File: config.mk
export PLATFORM = sky130hd
export DESIGN_NAME = mwc_random_byte_generator_top
export DESIGN_NICKNAME = d
export VERILOG_FILES = /design/src/rtl/mwcrbg_pkg.sv /design/src/rtl/mwcrbg_gen.sv /design/src/rtl/mwcrbg_rem.sv /design/src/rtl/mwc_random_byte_generator_top.sv
export SDC_FILE = /design/constraint.sdc
export NUM_CORES = 1
export LEC_CHECK = 0
export BUFFER_PORTS_ARGS = -buffer_cell sky130_fd_sc_hd__buf_2
export CORE_ASPECT_RATIO = 1.5
export CORE_MARGIN = 1
export CORE_UTILIZATION = 55
export DETAILED_ROUTE_END_ITERATION = 10
export PLACE_DENSITY = 0.74
export SYNTH_ARGS = -nofsm -noshare
export SYNTH_HDL_FRONTEND = slang
export SYNTH_SLANG_ARGS = --single-unit
File: constraint.sdc
create_clock -name clk -period 10.5 [get_ports clk]
set_clock_uncertainty 0.05 [all_clocks]
set_input_delay 3.15 -clock clk [delete_from_list [all_inputs] [get_ports clk]]
set_output_delay 3.15 -clock clk [all_outputs]
set_load 0.02 [all_outputs]
File: src/rtl/mwcrbg_pkg.sv
// shared types, constants and helpers for the multiply-with-carry byte generator
package mwcrbg_pkg;

	localparam int WORD_W = 32;
	localparam int HALF_W = 16;
	localparam int BYTE_W = 8;
	localparam int CNT_BITS = $clog2(WORD_W);
	localparam int PERIOD_W = 8;

	localparam logic [HALF_W-1:0] MWC_Z_MUL = 16'd36969;
	localparam logic [HALF_W-1:0] MWC_W_MUL = 16'd18000;
	localparam logic [PERIOD_W-1:0] PERIOD_RESET = 8'd67;

	// controls from the sequencer to the generator words
	typedef struct packed {
		logic load;
		logic adv;
	} gen_ctl_t;

	// status of the remainder unit
	typedef struct packed {
		logic busy;
		logic done;
	} rem_stat_t;

	// xor all four bytes of a word together
	function automatic logic [BYTE_W-1:0] fold_bytes(input logic [WORD_W-1:0] x);
		fold_bytes = x[31:24] ^ x[23:16] ^ x[15:8] ^ x[7:0];
	endfunction

endpackage

File: src/rtl/mwcrbg_gen.sv
// two multiply-with-carry words and the byte folded from their next values
module mwcrbg_gen (
	input  logic                               clk,
	input  logic                               arst_n,
	input  mwcrbg_pkg::gen_ctl_t               ctl,
	input  logic [mwcrbg_pkg::WORD_W-1:0]      seed_z,
	input  logic [mwcrbg_pkg::WORD_W-1:0]      seed_w,
	output logic [mwcrbg_pkg::BYTE_W-1:0]      byte_nxt
);

	logic [mwcrbg_pkg::WORD_W-1:0] z_q;
	logic [mwcrbg_pkg::WORD_W-1:0] w_q;
	logic [mwcrbg_pkg::WORD_W-1:0] z_nxt;
	logic [mwcrbg_pkg::WORD_W-1:0] w_nxt;

	always_comb begin
		z_nxt = mwcrbg_pkg::MWC_Z_MUL * z_q[mwcrbg_pkg::HALF_W-1:0]
			+ {{mwcrbg_pkg::HALF_W{1'b0}}, z_q[mwcrbg_pkg::WORD_W-1:mwcrbg_pkg::HALF_W]};
		w_nxt = mwcrbg_pkg::MWC_W_MUL * w_q[mwcrbg_pkg::HALF_W-1:0]
			+ {{mwcrbg_pkg::HALF_W{1'b0}}, w_q[mwcrbg_pkg::WORD_W-1:mwcrbg_pkg::HALF_W]};
	end

	assign byte_nxt = mwcrbg_pkg::fold_bytes(z_nxt ^ w_nxt);

	always_ff @(posedge clk or negedge arst_n) begin
		if (!arst_n) begin
			z_q <= '0;
			w_q <= '0;
		end else if (ctl.load) begin
			z_q <= seed_z;
			w_q <= seed_w;
		end else if (ctl.adv) begin
			z_q <= z_nxt;
			w_q <= w_nxt;
		end
	end

endmodule

File: src/rtl/mwcrbg_rem.sv
// restoring remainder unit, one dividend bit per cycle
module mwcrbg_rem (
	input  logic                               clk,
	input  logic                               arst_n,
	input  logic                               start,
	input  logic [mwcrbg_pkg::WORD_W-1:0]      dividend,
	input  logic [mwcrbg_pkg::WORD_W-1:0]      divisor,
	output logic [mwcrbg_pkg::WORD_W-1:0]      remainder,
	output mwcrbg_pkg::rem_stat_t              stat
);

	logic                              busy_q;
	logic                              done_q;
	logic [mwcrbg_pkg::CNT_BITS-1:0]   cnt_q;
	logic [mwcrbg_pkg::WORD_W-1:0]     r_q;
	logic [mwcrbg_pkg::WORD_W-1:0]     d_q;
	logic [mwcrbg_pkg::WORD_W-1:0]     div_q;
	logic [mwcrbg_pkg::WORD_W:0]       trial;
	logic [mwcrbg_pkg::WORD_W-1:0]     r_nxt;

	// a zero divisor always subtracts nothing, leaving the dividend
	always_comb begin
		trial = {r_q, d_q[mwcrbg_pkg::WORD_W-1]};
		if (trial >= {1'b0, div_q}) begin
			r_nxt = mwcrbg_pkg::WORD_W'(trial - {1'b0, div_q});
		end else begin
			r_nxt = trial[mwcrbg_pkg::WORD_W-1:0];
		end
	end

	always_ff @(posedge clk or negedge arst_n) begin
		if (!arst_n) begin
			busy_q <= 1'b0;
			done_q <= 1'b0;
			cnt_q  <= '0;
		end else begin
			done_q <= busy_q && !start && (cnt_q == {mwcrbg_pkg::CNT_BITS{1'b1}});
			if (start) begin
				busy_q <= 1'b1;
				cnt_q  <= '0;
			end else if (busy_q) begin
				cnt_q <= cnt_q + 1'b1;
				if (cnt_q == {mwcrbg_pkg::CNT_BITS{1'b1}}) begin
					busy_q <= 1'b0;
				end
			end
		end
	end

	always_ff @(posedge clk) begin
		if (start) begin
			r_q   <= '0;
			d_q   <= dividend;
			div_q <= divisor;
		end else if (busy_q) begin
			r_q <= r_nxt;
			d_q <= {d_q[mwcrbg_pkg::WORD_W-2:0], 1'b0};
		end
	end

	assign remainder = r_q;
	assign stat.busy = busy_q;
	assign stat.done = done_q;

endmodule

File: src/rtl/mwc_random_byte_generator_top.sv
// top level: request sequencer, reseed counter and output register
//
//   channel   signals                                    direction
//   input     in_valid/in_ready, req_type, byte_count,   in
//             bound, seed_w, seed_z
//   output    out_valid/out_ready, data, last            out
//   config    cfg_we, cfg_wdata (reseed period)          in
//
// byte run: after the accept cycle, one word per cycle while the output is not stalled
// bounded word: accept, 4 byte steps, start, 32 remainder steps, done, load
// the 32 steps come from the bit-serial remainder unit
// a new request is taken in the idle state even while the last word still waits
// output stalls hold the byte sequencer; reset clears words and counter, loads PERIOD_RESET as period
module mwc_random_byte_generator_top #(
	parameter int MAX_BYTES = 64
) (
	input  logic        clk,
	input  logic        arst_n,
	input  logic        in_valid,
	output logic        in_ready,
	input  logic        req_type,
	input  logic [6:0]  byte_count,
	input  logic [31:0] bound,
	input  logic [31:0] seed_w,
	input  logic [31:0] seed_z,
	output logic        out_valid,
	input  logic        out_ready,
	output logic [31:0] data,
	output logic        last,
	input  logic        cfg_we,
	input  logic [7:0]  cfg_wdata
);

	localparam int CNT_W = $clog2(MAX_BYTES + 1);
	localparam int CMP_W = (CNT_W > 7) ? CNT_W : 7;

	typedef enum logic [2:0] {
		ST_IDLE,
		ST_BYTES,
		ST_PACK,
		ST_DIV,
		ST_RES
	} state_t;

	state_t                              state_q;
	logic [mwcrbg_pkg::PERIOD_W-1:0]     period_q;
	logic [mwcrbg_pkg::PERIOD_W-1:0]     req_cnt_q;
	logic [CNT_W-1:0]                    rem_cnt_q;
	logic [1:0]                          pk_cnt_q;
	logic                                start_q;
	logic [mwcrbg_pkg::WORD_W-1:0]       word_q;
	logic [mwcrbg_pkg::WORD_W-1:0]       bound_q;
	logic                                out_valid_q;
	logic [mwcrbg_pkg::WORD_W-1:0]       data_q;
	logic                                last_q;

	logic                                in_acc;
	logic                                slot_free;
	logic                                out_load;
	logic [mwcrbg_pkg::PERIOD_W:0]       req_nxt;
	logic [CMP_W-1:0]                    bc_ext;
	logic [CNT_W-1:0]                    count_eff;
	logic [mwcrbg_pkg::BYTE_W-1:0]       byte_nxt;
	logic [mwcrbg_pkg::WORD_W-1:0]       rem_val;
	mwcrbg_pkg::gen_ctl_t                gen_ctl;
	mwcrbg_pkg::rem_stat_t               rem_st;

	assign in_ready  = (state_q == ST_IDLE);
	assign in_acc    = in_valid && in_ready;
	assign slot_free = !out_valid_q || out_ready;
	assign out_load  = slot_free && ((state_q == ST_BYTES) || (state_q == ST_RES));

	// clamp the run length to 1..MAX_BYTES
	always_comb begin
		bc_ext = CMP_W'(byte_count);
		if (bc_ext == '0) begin
			count_eff = CNT_W'(1);
		end else if (bc_ext > CMP_W'(MAX_BYTES)) begin
			count_eff = CNT_W'(MAX_BYTES);
		end else begin
			count_eff = CNT_W'(bc_ext);
		end
	end

	// a period of zero wraps every time, the same as one
	always_comb begin
		req_nxt = {1'b0, req_cnt_q} + 1'b1;
		if (req_nxt >= {1'b0, period_q}) begin
			req_nxt = '0;
		end
	end

	assign gen_ctl.load = in_acc && (req_cnt_q == '0);
	assign gen_ctl.adv  = ((state_q == ST_BYTES) && slot_free) || (state_q == ST_PACK);

	mwcrbg_gen u_gen (
		.clk      (clk),
		.arst_n   (arst_n),
		.ctl      (gen_ctl),
		.seed_z   (seed_z),
		.seed_w   (seed_w),
		.byte_nxt (byte_nxt)
	);

	mwcrbg_rem u_rem (
		.clk       (clk),
		.arst_n    (arst_n),
		.start     (start_q),
		.dividend  (word_q),
		.divisor   (bound_q),
		.remainder (rem_val),
		.stat      (rem_st)
	);

	always_ff @(posedge clk or negedge arst_n) begin
		if (!arst_n) begin
			state_q     <= ST_IDLE;
			period_q    <= mwcrbg_pkg::PERIOD_RESET;
			req_cnt_q   <= '0;
			rem_cnt_q   <= '0;
			pk_cnt_q    <= '0;
			start_q     <= 1'b0;
			out_valid_q <= 1'b0;
		end else begin
			start_q <= (state_q == ST_PACK) && (pk_cnt_q == 2'd3);
			if (cfg_we) begin
				period_q <= cfg_wdata;
			end
			if (out_load) begin
				out_valid_q <= 1'b1;
			end else if (out_valid_q && out_ready) begin
				out_valid_q <= 1'b0;
			end
			unique case (state_q)
				ST_IDLE: begin
					if (in_acc) begin
						req_cnt_q <= req_nxt[mwcrbg_pkg::PERIOD_W-1:0];
						rem_cnt_q <= count_eff;
						pk_cnt_q  <= '0;
						state_q   <= req_type ? ST_PACK : ST_BYTES;
					end
				end
				ST_BYTES: begin
					if (slot_free) begin
						rem_cnt_q <= rem_cnt_q - 1'b1;
						if (rem_cnt_q == CNT_W'(1)) begin
							state_q <= ST_IDLE;
						end
					end
				end
				ST_PACK: begin
					pk_cnt_q <= pk_cnt_q + 1'b1;
					if (pk_cnt_q == 2'd3) begin
						state_q <= ST_DIV;
					end
				end
				ST_DIV: begin
					if (rem_st.done) begin
						state_q <= ST_RES;
					end
				end
				ST_RES: begin
					if (slot_free) begin
						state_q <= ST_IDLE;
					end
				end
				default: begin
					state_q <= ST_IDLE;
				end
			endcase
		end
	end

	// payload registers
	always_ff @(posedge clk) begin
		if (in_acc) begin
			bound_q <= bound;
		end
		if (state_q == ST_PACK) begin
			// first byte ends up lowest
			word_q <= {byte_nxt, word_q[mwcrbg_pkg::WORD_W-1:mwcrbg_pkg::BYTE_W]};
		end
		if ((state_q == ST_BYTES) && slot_free) begin
			data_q <= {{(mwcrbg_pkg::WORD_W - mwcrbg_pkg::BYTE_W){1'b0}}, byte_nxt};
			last_q <= (rem_cnt_q == CNT_W'(1));
		end else if ((state_q == ST_RES) && slot_free) begin
			data_q <= rem_val;
			last_q <= 1'b1;
		end
	end

	assign out_valid = out_valid_q;
	assign data      = data_q;
	assign last      = last_q;

	a_rem_done_in_div: assert property (@(posedge clk) disable iff (!arst_n)
		rem_st.done |-> (state_q == ST_DIV))
		else $error("remainder finished outside the divide state");

	a_run_not_empty: assert property (@(posedge clk) disable iff (!arst_n)
		(state_q == ST_BYTES) |-> (rem_cnt_q != '0))
		else $error("byte run active with no bytes left");

	a_accept_leaves_idle: assert property (@(posedge clk) disable iff (!arst_n)
		in_acc |=> (state_q != ST_IDLE))
		else $error("accepted request did not start");

	a_div_busy: assert property (@(posedge clk) disable iff (!arst_n)
		start_q |=> rem_st.busy)
		else $error("remainder unit did not start");

endmodule

==> run_results.csv <==
group,metric,value,unit
drt,routedWlPerCell,22.0,um
logic_synthesis,synth_fa_ha_area_share,25.4,%
sta,tns,0,ns
logic_synthesis,synth_top_area_share,18.9,%
sta,max_freq,143,MHz
critical_path,cp-start-kind,"flop",
final_layout,fin_nets,2779,
worst_hold_path,hold_class,"flop to flop",
logic_synthesis,yosys_warnings,0,
floorplan,core,38800,um2
critical_path,end_kind,"flop",
sta,fin_crit,6.99,ns
sta,setup_ws,3.51,ns
floorplan,die_x,164,um
sta,slew_headroom,19.5,%
critical_path,setup.worst_path.start,"u_gen.z_q[8]",
drt,antenna_left,0,
critical_path,crit_path_end,"data[3]",
sta,min_period_over_period,66.6,%
floorplan,rows,88,
logic_synthesis,synth_top_family_by_area,"adder cells",
final_layout,final_layout_size_suffix_gt1_share,12.1,%
place,portBuffers,151,
logic_synthesis,synthTopCellsByArea,"edfxtp_1 19%, ha_1 17%, dfrtp_1 11%, fa_1 8.2%, dfxtp_1 5.1%",
clock_network,cts_resized,0,
critical_path,r2r-end,"data[3]",
sta,setup_viol,0,
logic_synthesis,synth-simple-area-share,10.4,%
place,hpwlAfterDp,48400,um
floorplan,start_util,56.2,%
final_layout,area_growth,10.2,%
run,maxCapViolCount,0,
clock_network,clkLatencyLatePin,0.60,ns
floorplan,pin_count,152,
logic_synthesis,yosys.area.top_type,"edfxtp_1",
global_route,grt_pass1_vias,17500,
critical_path,rrSetupSlack,3.51,ns
clock_network,numCtsBuffers,30,
sta,hold_viol,0,
logic_synthesis,synth-seq-cells,294,
logic_synthesis,seq_area_frac_synth,35.7,%
logic_synthesis,synthArstFlopShare,34.4,%
logic_synthesis,synth_xor_area_share,5.95,%
critical_path,crit_slowest_cell,"xnor3_1",
critical_path,required,10.77,ns
logic_synthesis,synth_fp_nets,2641,
logic_synthesis,synth_area,21800,um2
logic_synthesis,synth_most_common_cell,"ha_1",
sta,rsz0062_at_grt,"false",
final_layout,post-route-cell-area,24000,um2
global_route,grt_max_degree,68,
floorplan,die_area,40400,um2
logic_synthesis,netlist_instances,2135,
drt,first_iter_violations,1042,
floorplan,dieHeight,246,um
critical_path,cp_num_buf_inv,4,
critical_path,r2r.worst_path.cells,22,
clock_network,clk_pin_slew_worst_paths,0.07,ns
drt,dr.pass1.iters,5,
logic_synthesis,synth_compound_area_share,14.1,%
logic_synthesis,synth_common_cells,"300 x ha_1, 236 x inv_1, 164 x nand2_1",
drt,drc,0,
critical_path,slowest_delay,0.54,ns
global_route,grt_pass1_wl,95700,um
sta,slew_viol_final,0,
critical_path,path_delay_family,"adder cells",
clock_network,cts_tree,"done",
clock_network,clockRootBuffer,"clkbuf_16",
critical_path,worst-path-max-fanout,6,
critical_path,worstReg2RegStart,"u_gen.z_q[8]",
critical_path,crit_cells,22,
place,post_dp_cell_area,23000,um2
clock_network,cts_setup_buffers,0,
global_route,antenna_found_initial,6,
critical_path,cp_data_arrival_time,7.26,ns
clock_network,cts_htree_levels,1,
critical_path,path_class,"flop to flop",
clock_network,cts.path.max_buffers,3,
status,outcome,"finished clean",
global_route,grt_use_total,31.3,%
drt,drt-vias-per-instance,5.94,
drt,via_count,16600,
logic_synthesis,synth_edf_count,137,
logic_synthesis,synth_cell_types,76,
clock_network,cts_hold_buf,0,
critical_path,crit_chain,"inv_1 -> ha_1 -> inv_1 -> ha_1 -> fa_1 -> inv_1 -> fa_1 -> inv_1 -> fa_1 -> fa_1 -> ha_1 -> a21oi_1 -> o21a_1 -> o2111a_1 -> nor2_1 -> o21a_1 -> nor2_1 -> xor2_1 -> xnor3_1 -> xnor2_1 -> xnor2_1 -> mux2_2",
global_route,gr-total-overflow,0,
logic_synthesis,synth_mux_area_share,3.32,%
drt,drt-total-wl,61400,um
place,routabilityCongestion,1.05,
place,pre_cts_ws,3.68,ns
logic_synthesis,synth_area_per_cell,10.2,um2
sta,worst_pin_slew,1.20,ns
logic_synthesis,ys.flop_type,"edfxtp_1",
clock_network,cts_sinks,294,
==> final cells by class <==
type,instances,area (um2)
diodes,6,15.0
clock buffers,37,777
clock inverters,19,166
fillers,3237,14800
inverters,236,886
multi-input cells,1548,12900
flip-flops and latches,294,7770
well taps,495,619
repair buffers,163,848
==> per-stage QoR <==
stage	instances	hold slack (ns)	util, %
2_1_floorplan	2135	0.350	-
3_3_place_gp	2736	0.352	59.4
3_5_place_dp	2736	0.355	59.4
4_1_cts	2792	0.351	61.9
5_1_grt	2798	0.353	61.9
6_report	2798	0.352	61.9
==> worst reg2reg max path, delay by kind of cell, from the launching register on <==
family / cells / cell delay [ns]
xor+xnor: 4 / 1.37
fa+ha+maj: 7 / 3.14
buf+inv: 4 / 0.40
compound gates: 4 / 0.76
simple gates: 2 / 0.18
mux: 1 / 0.32
flops: 1 / 0.52
==> cells by family (layout without fill, tap and decap cells) <==
| group | after synthesis | count (layout) |
|---|---|---|
| AO/OA/AOI/OAI | 474 | 474 |
| XOR/XNOR | 136 | 136 |
| adder cells (fa/ha/maj) | 389 | 389 |
| buffers and inverters | 293 | 455 |
| flip-flops | 294 | 294 |
| multiplexers | 67 | 67 |
| other | 0 | 6 |
| AND/OR/NAND/NOR | 482 | 482 |
==> cells in the final DEF, fill, tap and decap left out, drive strengths merged, types with 7 or more instances in the layout <==
cell type / synthesis / final
ha: 300 / 300
inv: 236 / 240
nand2: 164 / 164
buf: 13 / 163
nor2: 139 / 139
edfxtp: 137 / 137
a21oi: 125 / 125
dfrtp: 98 / 98
o21ai: 94 / 94
fa: 89 / 89
xnor2: 88 / 88
dfxtp: 56 / 56
a21o: 54 / 54
mux2: 41 / 41
xor2: 41 / 41
clkbuf: 44 / 37
a211oi: 36 / 36
nand3: 34 / 34
o22ai: 29 / 29
a22oi: 28 / 28
nor3: 26 / 26
nand2b: 26 / 26
mux2i: 26 / 26
o21a: 23 / 23
a31oi: 16 / 16
o21bai: 15 / 15
and3: 14 / 14
nand4: 13 / 13
clkinv: 0 / 13
nor2b: 11 / 11
nor3b: 11 / 11
or3: 8 / 8
o211ai: 8 / 8
and4: 8 / 8
nor4: 7 / 7
==> state kept, by name (all words and copies together) (netlist names), 2 cells and up <==
| register | flops |
|---|---|
| bound_q | 32 |
| data | 32 |
| period_q | 8 |
| pk_cnt_q | 2 |
| rem_cnt_q | 7 |
| req_cnt_q | 8 |
| state_q | 3 |
| u_gen.w_q | 32 |
| u_gen.z_q | 32 |
| u_rem.cnt_q | 5 |
| u_rem.d_q | 32 |
| u_rem.div_q | 32 |
| u_rem.remainder | 32 |
| word_q | 32 |
==> metal layers <==
layer / global-route usage (%) / up-vias / routed length, um
li1: - / 7832 / -
met1: 35.0 / 8066 / 22800
met2: 55.5 / 521 / 30900
met3: 3.36 / 212 / 2860
met4: 21.4 / 0 / 4800
met5: 0 / - / 0
==> worst min-delay path by stage <==
stage	cells after the start	startpoint	to
global route	0	bound_q[30]	u_rem.div_q[30]
floorplan	0	bound_q[0]	u_rem.div_q[0]
CTS	0	bound_q[30]	u_rem.div_q[30]
global placement	0	bound_q[8]	u_rem.div_q[8]
detailed placement	0	bound_q[15]	u_rem.div_q[15]
finish	0	bound_q[30]	u_rem.div_q[30]
Power is not shown: default switching activity piles up to over one toggle a cycle in this logic, so the estimate is an artifact.
